--- src/rtl/i2cms_pkg.sv ---
// Shared types and codes for the I2C master/slave sequencer.
package i2cms_pkg;

   localparam logic [2:0] ACT_NONE    = 3'd0;
   localparam logic [2:0] ACT_START   = 3'd1;
   localparam logic [2:0] ACT_ADDR    = 3'd2;
   localparam logic [2:0] ACT_DATA    = 3'd3;
   localparam logic [2:0] ACT_ACK     = 3'd4;
   localparam logic [2:0] ACT_NACK    = 3'd5;
   localparam logic [2:0] ACT_STOP    = 3'd6;
   localparam logic [2:0] ACT_RELEASE = 3'd7;

   localparam logic [1:0] MODE_READY = 2'd0;
   localparam logic [1:0] MODE_MTX   = 2'd1;
   localparam logic [1:0] MODE_MRX   = 2'd2;
   localparam logic [1:0] MODE_SRX   = 2'd3;

   localparam logic [1:0] KIND_LOAD     = 2'd0;
   localparam logic [1:0] KIND_START_WR = 2'd1;
   localparam logic [1:0] KIND_START_RD = 2'd2;
   localparam logic [1:0] KIND_EVENT    = 2'd3;

   localparam logic RW_READ  = 1'b1;
   localparam logic RW_WRITE = 1'b0;

   typedef struct packed {
      logic [1:0] kind;
      logic [6:0] target_address;
      logic [7:0] data_byte;
      logic [3:0] amount;
      logic       last_byte;
      logic [4:0] bus_event;
   } req_type;

   typedef struct packed {
      logic [2:0] action;
      logic [7:0] out_byte;
      logic [7:0] rx_byte;
      logic [3:0] rx_count;
      logic       delivered;
      logic       run_last;
      logic       request_reply;
      logic       rejected;
      logic [1:0] bus_mode;
   } rsp_type;

   typedef enum logic [3:0] {
      OP_LOAD,
      OP_START_WR,
      OP_START_RD,
      OP_EV_START,
      OP_MT_ACK,
      OP_BUS_STOP,
      OP_MR_ADDR_ACK,
      OP_MR_DATA,
      OP_SR_ADDR,
      OP_SR_DATA,
      OP_LOST,
      OP_SR_NACK,
      OP_ST_ADDR,
      OP_ST_DATA,
      OP_ST_END,
      OP_NONE
   } op_type;

   typedef struct packed {
      op_type     op;
      logic [6:0] address;
      logic [7:0] data;
      logic [3:0] amount;
      logic       last_byte;
   } entry_type;

   typedef enum logic [2:0] {
      B_IDLE,
      B_EXEC,
      B_DREAD,
      B_DLOAD,
      B_HOLD
   } back_state_type;

endpackage

--- src/rtl/i2c_master_slave_sequencer.sv ---
// Top level of the I2C master/slave sequencer: front end, queue and back end.
//
//  channel  direction  handshake              payload
//  req      in         req_valid/req_ready    req_data  (req_type)
//  rsp      out        rsp_valid/rsp_ready    rsp_data  (rsp_type)
//
// A transfer accepted into an empty queue is at the queue head in the next
// cycle; the back end checks the head while idle, then executes it and loads
// the result register or starts a delivery run, so every operation passes
// through check, execute and hold.
// A delivery run passes each received byte through receive store read,
// result register load and hold; a result stalls until rsp_ready.
// The two-entry queue keeps taking requests while a result waits, until full.
// Reset is synchronous; no clearing pass is needed.
module i2c_master_slave_sequencer
   import i2cms_pkg::*;
#(
   parameter int BUFFER_DEPTH = 8
) (
   input  logic    clock,
   input  logic    reset,
   input  logic    req_valid,
   output logic    req_ready,
   input  req_type req_data,
   output logic    rsp_valid,
   input  logic    rsp_ready,
   output rsp_type rsp_data
);

   logic      q_full;
   logic      q_push;
   logic      q_pop;
   logic      q_valid;
   entry_type q_wdata;
   entry_type q_rdata;

   i2cms_front u_front (
      .req_valid (req_valid),
      .req_ready (req_ready),
      .req_data  (req_data),
      .q_full    (q_full),
      .q_push    (q_push),
      .q_wdata   (q_wdata)
   );

   i2cms_queue u_queue (
      .clock (clock),
      .reset (reset),
      .push  (q_push),
      .wdata (q_wdata),
      .full  (q_full),
      .pop   (q_pop),
      .valid (q_valid),
      .rdata (q_rdata)
   );

   i2cms_back #(
      .BUFFER_DEPTH (BUFFER_DEPTH)
   ) u_back (
      .clock     (clock),
      .reset     (reset),
      .q_valid   (q_valid),
      .q_entry   (q_rdata),
      .q_pop     (q_pop),
      .rsp_valid (rsp_valid),
      .rsp_ready (rsp_ready),
      .rsp_data  (rsp_data)
   );

endmodule

--- src/rtl/i2cms_front.sv ---
// Front end: accepts request transfers and classifies them into operations.
module i2cms_front
   import i2cms_pkg::*;
(
   input  logic      req_valid,
   output logic      req_ready,
   input  req_type   req_data,
   input  logic      q_full,
   output logic      q_push,
   output entry_type q_wdata
);

   op_type op;

   always_comb begin
      op = OP_NONE;
      case (req_data.kind)
         KIND_LOAD:     op = OP_LOAD;
         KIND_START_WR: op = OP_START_WR;
         KIND_START_RD: op = OP_START_RD;
         default: begin
            case (req_data.bus_event) inside
               [5'd0:5'd1]:           op = OP_EV_START;
               [5'd2:5'd3]:           op = OP_MT_ACK;
               5'd4, 5'd5, 5'd8, 5'd9: op = OP_BUS_STOP;
               5'd6:                  op = OP_MR_ADDR_ACK;
               5'd7:                  op = OP_MR_DATA;
               [5'd10:5'd13]:         op = OP_SR_ADDR;
               [5'd14:5'd15]:         op = OP_SR_DATA;
               [5'd16:5'd17]:         op = OP_LOST;
               [5'd18:5'd19]:         op = OP_SR_NACK;
               5'd20:                 op = OP_ST_ADDR;
               5'd21:                 op = OP_ST_DATA;
               [5'd22:5'd23]:         op = OP_ST_END;
               default:               op = OP_NONE;
            endcase
         end
      endcase
   end

   assign req_ready         = !q_full;
   assign q_push            = req_valid && !q_full;
   assign q_wdata.op        = op;
   assign q_wdata.address   = req_data.target_address;
   assign q_wdata.data      = req_data.data_byte;
   assign q_wdata.amount    = req_data.amount;
   assign q_wdata.last_byte = req_data.last_byte;

endmodule

--- src/rtl/i2cms_queue.sv ---
// Two-entry operation queue between front end and sequencer.
module i2cms_queue
   import i2cms_pkg::*;
(
   input  logic      clock,
   input  logic      reset,
   input  logic      push,
   input  entry_type wdata,
   output logic      full,
   input  logic      pop,
   output logic      valid,
   output entry_type rdata
);

   localparam int DEPTH = 2;

   entry_type  slot_ff [DEPTH];
   logic       wr_ptr_ff, wr_ptr_in;
   logic       rd_ptr_ff, rd_ptr_in;
   logic [1:0] count_ff, count_in;

   always_comb begin
      wr_ptr_in = wr_ptr_ff;
      rd_ptr_in = rd_ptr_ff;
      count_in  = count_ff;
      if (push) begin
         wr_ptr_in = !wr_ptr_ff;
      end
      if (pop) begin
         rd_ptr_in = !rd_ptr_ff;
      end
      if (push && !pop) begin
         count_in = count_ff + 2'd1;
      end else if (pop && !push) begin
         count_in = count_ff - 2'd1;
      end
   end

   always_ff @(posedge clock) begin
      if (reset) begin
         wr_ptr_ff <= 1'b0;
         rd_ptr_ff <= 1'b0;
         count_ff  <= '0;
      end else begin
         wr_ptr_ff <= wr_ptr_in;
         rd_ptr_ff <= rd_ptr_in;
         count_ff  <= count_in;
      end
   end

   always_ff @(posedge clock) begin
      if (push) begin
         slot_ff[wr_ptr_ff] <= wdata;
      end
   end

   assign full  = (count_ff == 2'(DEPTH));
   assign valid = (count_ff != 2'd0);
   assign rdata = slot_ff[rd_ptr_ff];

endmodule

--- src/rtl/i2cms_back.sv ---
// Back end: bus sequencer state, transmit/receive stores and result register.
module i2cms_back
   import i2cms_pkg::*;
#(
   parameter int BUFFER_DEPTH = 8
) (
   input  logic      clock,
   input  logic      reset,
   input  logic      q_valid,
   input  entry_type q_entry,
   output logic      q_pop,
   output logic      rsp_valid,
   input  logic      rsp_ready,
   output rsp_type   rsp_data
);

   localparam int CW = $clog2(BUFFER_DEPTH + 1);
   localparam int IW = (BUFFER_DEPTH > 1) ? $clog2(BUFFER_DEPTH) : 1;
   localparam int MW = ((CW > 4) ? CW : 4) + 1;
   localparam logic [CW-1:0] DEPTH_C = CW'(BUFFER_DEPTH);

   back_state_type state_ff, state_in;
   logic [1:0]    mode_ff, mode_in;
   logic [CW-1:0] tx_pos_ff, tx_pos_in;
   logic [CW-1:0] tx_end_ff, tx_end_in;
   logic [CW-1:0] load_pos_ff, load_pos_in;
   logic [CW-1:0] rx_pos_ff, rx_pos_in;
   logic [6:0]    peer_ff, peer_in;
   logic [3:0]    wanted_ff, wanted_in;
   logic [CW-1:0] del_i_ff, del_i_in;
   logic [CW-1:0] del_n_ff, del_n_in;
   logic [2:0]    del_act_ff, del_act_in;
   logic          rsp_valid_ff, rsp_valid_in;
   rsp_type       rsp_data_ff, rsp_data_in;

   logic [7:0]    tx_mem [BUFFER_DEPTH];
   logic [7:0]    rx_mem [BUFFER_DEPTH];
   logic [7:0]    tx_rd_ff;
   logic [7:0]    rx_rd_ff;
   logic          tx_we;
   logic          rx_we;
   logic [IW-1:0] tx_raddr;
   logic [IW-1:0] rx_raddr;

   assign tx_raddr = (q_entry.op == OP_ST_ADDR) ? '0 : tx_pos_ff[IW-1:0];
   assign rx_raddr = del_i_ff[IW-1:0];

   always_comb begin
      rsp_type       res;
      logic          deliver;
      logic          tx_more;
      logic [CW-1:0] dn;
      logic [CW-1:0] lp_next;
      logic [CW:0]   rx_next;
      logic          last;

      state_in     = state_ff;
      mode_in      = mode_ff;
      tx_pos_in    = tx_pos_ff;
      tx_end_in    = tx_end_ff;
      load_pos_in  = load_pos_ff;
      rx_pos_in    = rx_pos_ff;
      peer_in      = peer_ff;
      wanted_in    = wanted_ff;
      del_i_in     = del_i_ff;
      del_n_in     = del_n_ff;
      del_act_in   = del_act_ff;
      rsp_valid_in = rsp_valid_ff;
      rsp_data_in  = rsp_data_ff;
      q_pop        = 1'b0;
      tx_we        = 1'b0;
      rx_we        = 1'b0;
      res          = '0;
      deliver      = 1'b0;
      dn           = rx_pos_ff;
      lp_next      = load_pos_ff + 1'b1;
      rx_next      = {1'b0, rx_pos_ff} + 1'b1;
      tx_more      = (tx_pos_ff < tx_end_ff) && (tx_pos_ff < DEPTH_C);
      last         = 1'b0;

      case (state_ff)
         B_IDLE: begin
            if (q_valid) begin
               state_in = B_EXEC;
            end
         end
         B_EXEC: begin
            q_pop        = 1'b1;
            res.run_last = 1'b1;
            case (q_entry.op)
               OP_LOAD: begin
                  if (load_pos_ff < DEPTH_C) begin
                     tx_we       = 1'b1;
                     load_pos_in = lp_next;
                  end else begin
                     res.rejected = 1'b1;
                  end
                  if (q_entry.last_byte) begin
                     tx_end_in   = (load_pos_ff < DEPTH_C) ? lp_next : load_pos_ff;
                     tx_pos_in   = '0;
                     load_pos_in = '0;
                  end
               end
               OP_START_WR, OP_START_RD: begin
                  if (mode_ff != MODE_READY) begin
                     res.rejected = 1'b1;
                  end else begin
                     peer_in    = q_entry.address;
                     res.action = ACT_START;
                     if (q_entry.op == OP_START_WR) begin
                        tx_pos_in = '0;
                        mode_in   = MODE_MTX;
                     end else begin
                        wanted_in = q_entry.amount;
                        mode_in   = MODE_MRX;
                     end
                  end
               end
               OP_EV_START: begin
                  if (mode_ff == MODE_MTX) begin
                     res.action   = ACT_ADDR;
                     res.out_byte = {peer_ff, RW_WRITE};
                  end else if (mode_ff == MODE_MRX) begin
                     res.action   = ACT_ADDR;
                     res.out_byte = {peer_ff, RW_READ};
                  end
               end
               OP_MT_ACK: begin
                  if (tx_more) begin
                     res.action   = ACT_DATA;
                     res.out_byte = tx_rd_ff;
                     tx_pos_in    = tx_pos_ff + 1'b1;
                  end else begin
                     mode_in    = MODE_READY;
                     res.action = ACT_STOP;
                  end
               end
               OP_BUS_STOP: begin
                  mode_in    = MODE_READY;
                  res.action = ACT_STOP;
               end
               OP_MR_ADDR_ACK: begin
                  rx_pos_in  = '0;
                  res.action = ACT_ACK;
               end
               OP_MR_DATA: begin
                  if (rx_pos_ff >= DEPTH_C) begin
                     mode_in    = MODE_READY;
                     res.action = ACT_STOP;
                  end else begin
                     rx_we     = 1'b1;
                     rx_pos_in = rx_next[CW-1:0];
                     if ((MW'(rx_next) >= MW'(wanted_ff)) ||
                         (rx_next >= (CW+1)'(BUFFER_DEPTH))) begin
                        mode_in    = MODE_READY;
                        res.action = ACT_STOP;
                        deliver    = 1'b1;
                        dn         = rx_next[CW-1:0];
                     end else begin
                        res.action = ACT_ACK;
                     end
                  end
               end
               OP_SR_ADDR: begin
                  mode_in    = MODE_SRX;
                  rx_pos_in  = '0;
                  res.action = ACT_ACK;
               end
               OP_SR_DATA: begin
                  if (rx_pos_ff >= DEPTH_C) begin
                     res.action = ACT_NACK;
                  end else begin
                     rx_we      = 1'b1;
                     rx_pos_in  = rx_next[CW-1:0];
                     res.action = ACT_ACK;
                  end
               end
               OP_LOST: begin
                  mode_in    = MODE_READY;
                  res.action = ACT_RELEASE;
                  deliver    = 1'b1;
               end
               OP_SR_NACK: begin
                  res.action = ACT_NACK;
               end
               OP_ST_ADDR: begin
                  res.request_reply = 1'b1;
                  tx_pos_in         = '0;
                  if ((tx_end_ff != '0) && (DEPTH_C != '0)) begin
                     res.action   = ACT_DATA;
                     res.out_byte = tx_rd_ff;
                     tx_pos_in    = CW'(1);
                  end
               end
               OP_ST_DATA: begin
                  if (tx_more) begin
                     res.action   = ACT_DATA;
                     res.out_byte = tx_rd_ff;
                     tx_pos_in    = tx_pos_ff + 1'b1;
                  end
               end
               OP_ST_END: begin
                  mode_in    = MODE_READY;
                  res.action = ACT_RELEASE;
               end
               default: begin
                  res.action = ACT_NONE;
               end
            endcase
            res.bus_mode = mode_in;
            if (deliver && (dn != '0)) begin
               del_n_in   = dn;
               del_i_in   = '0;
               del_act_in = res.action;
               state_in   = B_DREAD;
            end else begin
               res.delivered = deliver;
               rsp_data_in   = res;
               rsp_valid_in  = 1'b1;
               state_in      = B_HOLD;
            end
         end
         B_DREAD: begin
            state_in = B_DLOAD;
         end
         B_DLOAD: begin
            last          = ({1'b0, del_i_ff} + 1'b1) == {1'b0, del_n_ff};
            res.rx_byte   = rx_rd_ff;
            res.rx_count  = 4'(del_n_ff);
            res.delivered = 1'b1;
            res.run_last  = last;
            res.action    = last ? del_act_ff : ACT_NONE;
            res.bus_mode  = mode_ff;
            rsp_data_in   = res;
            rsp_valid_in  = 1'b1;
            state_in      = B_HOLD;
         end
         B_HOLD: begin
            if (rsp_ready) begin
               rsp_valid_in = 1'b0;
               if (rsp_data_ff.delivered && !rsp_data_ff.run_last) begin
                  del_i_in = del_i_ff + 1'b1;
                  state_in = B_DREAD;
               end else begin
                  state_in = B_IDLE;
               end
            end
         end
         default: begin
            state_in = B_IDLE;
         end
      endcase
   end

   always_ff @(posedge clock) begin
      if (reset) begin
         state_ff     <= B_IDLE;
         mode_ff      <= MODE_READY;
         tx_pos_ff    <= '0;
         tx_end_ff    <= '0;
         load_pos_ff  <= '0;
         rx_pos_ff    <= '0;
         peer_ff      <= '0;
         wanted_ff    <= '0;
         del_i_ff     <= '0;
         del_n_ff     <= '0;
         del_act_ff   <= ACT_NONE;
         rsp_valid_ff <= 1'b0;
      end else begin
         state_ff     <= state_in;
         mode_ff      <= mode_in;
         tx_pos_ff    <= tx_pos_in;
         tx_end_ff    <= tx_end_in;
         load_pos_ff  <= load_pos_in;
         rx_pos_ff    <= rx_pos_in;
         peer_ff      <= peer_in;
         wanted_ff    <= wanted_in;
         del_i_ff     <= del_i_in;
         del_n_ff     <= del_n_in;
         del_act_ff   <= del_act_in;
         rsp_valid_ff <= rsp_valid_in;
      end
   end

   always_ff @(posedge clock) begin
      rsp_data_ff <= rsp_data_in;
   end

   always_ff @(posedge clock) begin
      if (tx_we) begin
         tx_mem[load_pos_ff[IW-1:0]] <= q_entry.data;
      end
      tx_rd_ff <= tx_mem[tx_raddr];
   end

   always_ff @(posedge clock) begin
      if (rx_we) begin
         rx_mem[rx_pos_ff[IW-1:0]] <= q_entry.data;
      end
      rx_rd_ff <= rx_mem[rx_raddr];
   end

   assign rsp_valid = rsp_valid_ff;
   assign rsp_data  = rsp_data_ff;

endmodule
--- config.mk ---
export PLATFORM = sky130hd
export DESIGN_NAME = i2c_master_slave_sequencer
export DESIGN_NICKNAME = d
export VERILOG_FILES = /design/src/rtl/i2cms_pkg.sv /design/src/rtl/i2c_master_slave_sequencer.sv /design/src/rtl/i2cms_front.sv /design/src/rtl/i2cms_queue.sv /design/src/rtl/i2cms_back.sv
export SDC_FILE = /design/constraint.sdc
export NUM_CORES = 1
export LEC_CHECK = 0
export ABC_AREA = 1
export ABC_CLOCK_PERIOD_IN_PS = 5080
export BUFFER_PORTS_ARGS = -buffer_cell sky130_fd_sc_hd__buf_2
export CAP_MARGIN = 0
export CORE_MARGIN = 3
export CORE_UTILIZATION = 50
export DETAILED_ROUTE_END_ITERATION = 8
export GPL_ROUTABILITY_DRIVEN = 1
export PLACE_DENSITY = 0.7
export SYNTH_ARGS = -nofsm -noshare
export SYNTH_HDL_FRONTEND = slang
export SYNTH_SLANG_ARGS = --single-unit
export TNS_END_PERCENT = 30
--- constraint.sdc ---
create_clock -name clock -period 5.08 [get_ports clock]
set_input_delay 0.508 -clock clock [delete_from_list [all_inputs] [get_ports clock]]
set_output_delay 0.508 -clock clock [all_outputs]
set_load 0.05 [all_outputs]
==> impl_metrics.csv, run 1 <==
group,metric,value,unit
status,status,"completed",
power_and_ir_drop,peakVddDrop,0.2879,mV
sta,final-setup-viol-count,0,
yosys,synth_edf_count,205,
placement,io_buffers,61,
yosys,ys_top_cells_by_area,"edfxtp_1 54%, dfxtp_1 11%, nor2_1 6.2%",
routing,vias,7435,
yosys,synthTopCellsByCount,"205 x edfxtp_1, 187 x nor2_1, 113 x inv_1",
die,initial_core_util,51.50,%
sta,finalCritPeriodShare,69.43,%
placement,pre_cts_slack,1.504,ns
sta,finalSetupTns,0,ns
global_route,grt_first_pass_wirelength,37.03,mm
yosys,synthSimpleGateAreaFrac,14.80,%
yosys,synth_area,0.01134,mm^2
yosys,yosysWarnings,0,
die,io_pins,62,
finish,num-nets-final,1159,
clock_tree,cts_hold_buf,0,
routing,vias_per_cell,5.266,
yosys,synth_top_family_by_area,"simple AND/OR/NAND/NOR gates",
yosys,ys_seq_area_share,65.74,%
yosys,muxShareOfSynthArea,0.8824,%
clock_tree,clk_pin_slew_worst_paths,0.06,ns
critical_path,worst-setup-path-type,"reg -> reg",
sta,worst_pin_slew,1.318,ns
routing,first_iter_violations,493,
yosys,synthFlopType,"edfxtp_1",
global_route,grt_start_max_net_pins,37,
global_route,antenna_found_initial,0,
global_route,grt_pass1_vias,7223,
sta,slew_violations,0,
clock_tree,clockBufferDepth,3,
clock_tree,cts_resized,0,
die,design.core.area,0.02203,mm^2
sta,fin_worst_skew,0.01826,ns
yosys,yosysMostFrequentCell,"edfxtp_1",
finish,fin_cells,1412,
routing,routedWlPerCell,16.26,um
yosys,ys_seq_elements,270,
clock_tree,htreeDepth,1,
yosys,synth_top_area_share,54.27,%
clock_tree,post-cts-setup-buffers,0,
sta,rsz0062_at_grt,"no",
yosys,syn_avg_cell_area,10.78,um^2
die,die_w,156.6,um
yosys,synth-compound-area-share,10.30,%
finish,syn2layout_area_growth,12.65,%
routing,antenna_left,0,
finish,drive_gt1_share,13.96,%
die,rows,54,
sta,slew_headroom,11.42,%
finish,diodes,0,
clock_tree,cts_tree,"built",
clock_tree,clock-root-buffer,"clkbuf_16",
critical_path,r2r_slack,1.55,ns
sta,hold_viol_final,0,
yosys,syn-instance-count,1052,
power_and_ir_drop,total_power,0.006295,W
global_route,grt_overflow,0,
yosys,synth-xor-area-share,0.7721,%
hold_path,min_path_type,"in -> reg",
placement,dp_cells,1362,
clock_tree,clock_latency,0.53,ns
critical_path,crit_required,5.21,ns
routing,route.final.wire_length,22.96,mm
die,die_y,156.6,um
run,maxCapViolations,0,
die,dieArea,0.02453,mm^2
finish,fin_util,58.02,%
critical_path,path_max_fanout,29,
routing,drc,0,
clock_tree,clkSinkCount,270,
power_and_ir_drop,p_leak,4.815,nW
sta,fmax,283.5,MHz
sta,min_period,3.527,ns
yosys,ys_async_sr_fraction,0,%
critical_path,end_kind,"flop",
clock_tree,numCtsBuffers,27,
power_and_ir_drop,power.density,492.7,mW/mm^2
yosys,synth_largest_area_cell,"edfxtp_1",
global_route,grt.total_usage,18.93,%
sta,setup_ws,1.553,ns
yosys,synth_nets,1100,
placement,globalplace.congestion,0.9055,
routing,dr.pass1.iters,5,
yosys,synthAdderAreaFrac,1.875,%
critical_path,worst_setup_path_start_kind,"flop",
critical_path,cp.arrival,3.66,ns
yosys,synth.distinct_cells,48,
placement,place_hpwl,15.14,mm
-- path summary, 6_finish.rpt --
path	from	to	depth (start not counted)
worst max-delay path	u_back.rx_pos_ff[1]	u_back.rsp_data[10]	17
worst min-delay path	req_data[7]	u_queue.slot_ff[0][2]	1
worst max register to register	u_back.rx_pos_ff[1]	u_back.rsp_data[10]	17
worst min register to register	u_back.state_ff[0]	u_back.state_ff[0]	1
-- cell families (layout without fill, tap and decap cells) --
kind of cell,after synthesis,after routing
AOI/OAI and AO/OA,201,201
adders and majority gates,17,17
xor gates and xnor gates,10,10
buffers and inverters,158,238
DFF,270,270
muxes,9,9
and+or+nand+nor,387,387
-- where the power goes --
part	internal [W]	total (W)	leakage (nW)	switching, W
sequential	0.00275	0.00285	2.40	0.000108
combinational	0.000370	0.00146	1.98	0.00109
clock	0.00118	0.00198	0.428	0.000805
-- flip-flops by register name (all words and copies together) (netlist names), 3 cells and up, named ones only --
signal	cells
u_back.peer_ff	7
u_back.state_ff	3
u_back.tx_pos_ff	4
u_back.rx_pos_ff	4
u_back.wanted_ff	4
u_back.tx_rd_ff	8
u_queue.slot_ff	48
u_back.rsp_data	29
u_back.del_i_ff	4
u_back.tx_end_ff	4
u_back.rx_mem	64
u_back.tx_mem	64
u_back.load_pos_ff	4
u_back.del_act_ff	3
u_back.rx_rd_ff	8
u_back.del_n_ff	4
-- area by class of cell --
type                       count  area [um^2]
timing repair buffer          69        365.4
inverter                     119        446.7
multi-input combinational    624         3258
fill                        1797         9248
clock buffer                  34        733.2
tap                          280        350.3
clock inverter                16        167.7
sequential                   270         7457
-- per-stage QoR --
stage / hold slack [ns] / instance area, um^2
floorplan: 0.4221 / 11340
global placement: 0.4381 / 11870
detailed placement: 0.4449 / 11870
CTS: 0.1447 / 12770
global route: 0.1431 / 12780
finish: 0.1647 / 12780
-- cell usage in the layout (no fill, tap or decap), types with 3 or more instances in the layout --
cell type / netlist / layout
nor3_1: 23 / 22
buf_4: 1 / 8
inv_2: 4 / 4
ha_1: 17 / 17
o21ai_0: 63 / 63
mux2_2: 8 / 8
edfxtp_1: 205 / 205
o21a_1: 3 / 3
nand3_1: 22 / 22
dfxtp_1: 65 / 65
buf_2: 9 / 61
a211oi_1: 13 / 13
a21oi_1: 66 / 66
nor2_1: 187 / 185
nor2_2: 4 / 6
nand4_1: 9 / 9
bufinv_16: 0 / 3
o22ai_1: 9 / 9
or2_2: 10 / 10
o21ai_1: 3 / 3
nand2_1: 108 / 108
xor2_1: 8 / 8
clkbuf_16: 0 / 28
clkbuf_1: 22 / 5
nand2_2: 5 / 5
or3_1: 8 / 8
o211ai_1: 11 / 11
a31oi_1: 20 / 20
clkinv_2: 0 / 3
clkinvlp_4: 0 / 4
clkinv_1: 2 / 6
inv_1: 113 / 113
nor2_4: 5 / 5
-- critical path: stages, from the launching register on --
cell	delay [ns]
dfxtp_1	0.51
inv_1	0.15
ha_1	0.34
ha_1	0.29
nand2_1	0.05
nand2_1	0.05
nand2_1	0.04
nand2_1	0.05
nand2_1	0.06
nand2_1	0.13
nand2_1	0.12
nand2_1	0.08
nand2_1	0.06
nor2_1	0.10
nand2_1	0.08
nand3_1	0.07
nand2_1	0.06
inv_1	0.88
-- metal layers --
metal	share of wire [%]	GRT usage (%)
met5	0	0
met4	3.0	6.294
met3	5.4	3.125
met2	46	30.71
met1	46	26.23
Power figures use the tool's default switching activity.
==> run 2, diff against run 1 <==
Settings changed: ABC_AREA 1 to 0, ABC_CLOCK_PERIOD_IN_PS 5080 to 3000, PLACE_DENSITY 0.7 to 0.73.
Clock period 5.08 ns to 3 ns, I/O delays scaled along.
==> impl_metrics.csv, run 2 <==
group,metric,value,unit
placement,placed_cell_area,0.01237,mm^2
yosys,synth_nets,873,
global_route,antenna_found_initial,0,
placement,io_buffers,61,
yosys,ys_seq_area_share,64.99,%
routing,maxUsedRoutingLayer,"met4",
routing,dr_wl_met3,1.252,mm
sta,min_period,2.878,ns
hold_path,min_from,"rsp_ready",
yosys,synth_area,0.01147,mm^2
yosys,synth_largest_area_cell,"edfxtp_1",
yosys,ys_seq_elements,270,
global_route,grt_first_pass_wirelength,37.19,mm
die,die_w,157.5,um
global_route,grt_start_max_net_pins,30,
yosys,syn-instance-count,825,
finish,syn2layout_area_growth,17.21,%
yosys,yosysWarnings,0,
sta,slew_violations,0,
clock_tree,clockBufferDepth,3,
global_route,grt.total_usage,19.06,%
finish,n_fill_cell,1688,
routing,vias_per_cell,5.659,
finish,final_cell_mix,"205 x edfxtp_1, 70 x nor2_1, 63 x dfxtp_1",
critical_path,end_kind,"flop",
clock_tree,cts_tree,"built",
placement,place_hpwl,15.37,mm
yosys,synthTopCellsByCount,"205 x edfxtp_1, 71 x nor2_1, 65 x dfxtp_1",
critical_path,crit_required,3.29,ns
hold_path,min_path_type,"in -> reg",
critical_path,worstRegToRegCells,12,
global_route,grt_overflow,0,
critical_path,cp-startpoint,"u_back.rx_pos_ff[0]",
critical_path,rr_startpoint,"u_back.rx_pos_ff[0]",
sta,worst_pin_slew,0.8002,ns
sta,fmax,347.5,MHz
sta,hold_viol_final,0,
finish,diodes,0,
yosys,synthFlopType,"edfxtp_1",
die,rows,54,
critical_path,worst-setup-path-type,"reg -> reg",
critical_path,cp.arrival,3.17,ns
sta,final-setup-viol-count,0,
routing,vias,7074,
finish,final_common_cell,"edfxtp_1",
routing,met1_length,10.38,mm
die,die_y,157.5,um
die,dieArea,0.02480,mm^2
routing,routedWlPerCell,18.57,um
clock_tree,numCtsBuffers,27,
die,initial_core_util,51.78,%
yosys,synth_top_area_share,53.65,%
routing,route.final.wire_length,23.21,mm
critical_path,path_max_fanout,15,
clock_tree,htreeDepth,1,
clock_tree,clock_latency,0.53,ns
routing,first_iter_violations,632,
sta,fin_worst_skew,0.007714,ns
status,status,"completed",
clock_tree,clock-root-buffer,"clkbuf_16",
yosys,yosysMostFrequentCell,"edfxtp_1",
global_route,grt_pass1_vias,7049,
routing,dr.pass1.iters,5,
power_and_ir_drop,p_leak,4.719,nW
die,io_pins,62,
yosys,syn_avg_cell_area,13.91,um^2
critical_path,r2r_end,"u_back.rsp_data[3]",
critical_path,r2r_slack,0.12,ns
yosys,synth_edf_count,205,
placement,globalplace.congestion,0.8881,
finish,regArea,0.007460,mm^2
power_and_ir_drop,total_power,0.01047,W
routing,wl_met2,11.13,mm
sta,finalCritPeriodShare,95.93,%
power_and_ir_drop,peakVddDrop,0.5955,mV
clock_tree,clk_pin_slew_worst_paths,0.06,ns
finish,drive_gt1_share,23.81,%
yosys,synth.distinct_cells,75,
routing,drc,0,
yosys,ys_top_cells_by_area,"edfxtp_1 54%, dfxtp_1 11%, mux4_2 4.7%",
finish,num-nets-final,997,
clock_tree,clkSinkCount,270,
critical_path,worst_setup_path_start_kind,"flop",
sta,slew_headroom,46.65,%
power_and_ir_drop,power.density,778.8,mW/mm^2
hold_path,holdPathStages,4,
yosys,ys_async_sr_fraction,0,%
run,maxCapViolations,0,
finish,design_area,0.01345,mm^2
hold_path,hold_path_end,"u_back.rsp_valid",
die,design.core.area,0.02216,mm^2
routing,antenna_left,0,
finish,multi_input_area,0.003757,mm^2
==> run 2: cell types whose count changed in the layout (fill, tap and decap cells not counted), sizes merged, moves of 15 or more <==
cell and delta:
inv -90, mux2i +26, buf +46, a21oi -37, o21ai -50, a211oi +20, nor2b +15, and3 +22
nand2 -78, nor2 -124, dlygate4sd3 +20, mux4 +24
==> run 2: cells by family (layout without fill, tap and decap cells) <==
group                      Yosys count  in the layout  share of synthesized area (%)
AOI/OAI and AO/OA                  155            155                          9.672
adders and majority gates           17             17                          1.854
DFF                                270            270                          64.99
xor gates and xnor gates            17             17                          1.298
buffers and inverters               67            212                          2.584
and+or+nand+nor                    228            228                          10.54
muxes                               71             71                          9.061
==> run 2: final cells by class <==
| class | count | area share (%) |
|---|---|---|
| multi-input combinational | 488 | 27.94 |
| timing repair buffer | 135 | 6.959 |
| tap | 280 | 2.605 |
| clock buffer | 36 | 5.349 |
| sequential | 270 | 55.47 |
| clock inverter | 14 | 0.9303 |
| inverter | 27 | 0.7536 |
==> run 2: power by group <==
part	total, W	switching [W]	internal, W
Clock	0.00320	0.00134	0.00186
Sequential	0.00479	0.000166	0.00463
Combinational	0.00248	0.00168	0.000798
Total	0.0105	0.00319	0.00728
==> run 2: worst max-delay path by stage <==
stage / endpoint / slack (ns)
floorplan: u_back.rsp_data[0] / 0.05
global placement: u_back.rsp_data[22] / 0.16
detailed placement: u_back.rsp_data[22] / 0.08
CTS: u_back.rsp_data[3] / 0.06
global route: u_back.rsp_data[1] / -0.05
finish: u_back.rsp_data[3] / 0.12
==> run 2: repair_timing <==
item / in CTS / in global routing
endpoints found under the hold margin: 40 / 0
endpoints found under the setup margin: 0 / 33
gates resized for setup: 0 / 6
setup buffers: 0 / 1
hold buffers: 20 / 0
==> run 2: critical path: stages, from the launching register on <==
cell,delay (ns)
dfxtp_1,0.40
buf_4,0.17
nand3_1,0.11
xnor2_1,0.15
ha_1,0.25
nor3_2,0.25
o21a_2,0.22
o21ai_0,0.12
a211oi_2,0.28
nor3_1,0.10
o31ai_2,0.28
inv_2,0.12
buf_12,0.17
==> run 2: metal layers <==
layer	vias to the layer above	global-route usage, %
li1	3412	-
met4	0	4.132
met5	-	0
met1	3448	26.56
met3	35	3.134
met2	179	31.89
==> run 2: through the flow <==
stage | instances | worst slack (ns) | TNS (ns) | utilization, % | hold WS [ns]
finish | 1250 | 0.1220 | 0 | 60.69 | 0.1192
global route | 1250 | -0.04561 | -1.095 | 60.69 | 0.1234
CTS | 1249 | 0.05847 | 0 | 60.55 | 0.09998
detailed placement | 1179 | 0.07830 | 0 | 55.84 | 0.4400
global placement | 1179 | 0.1641 | 0 | 55.84 | 0.4333
floorplan | 825 | 0.05458 | 0 | - | 0.3989
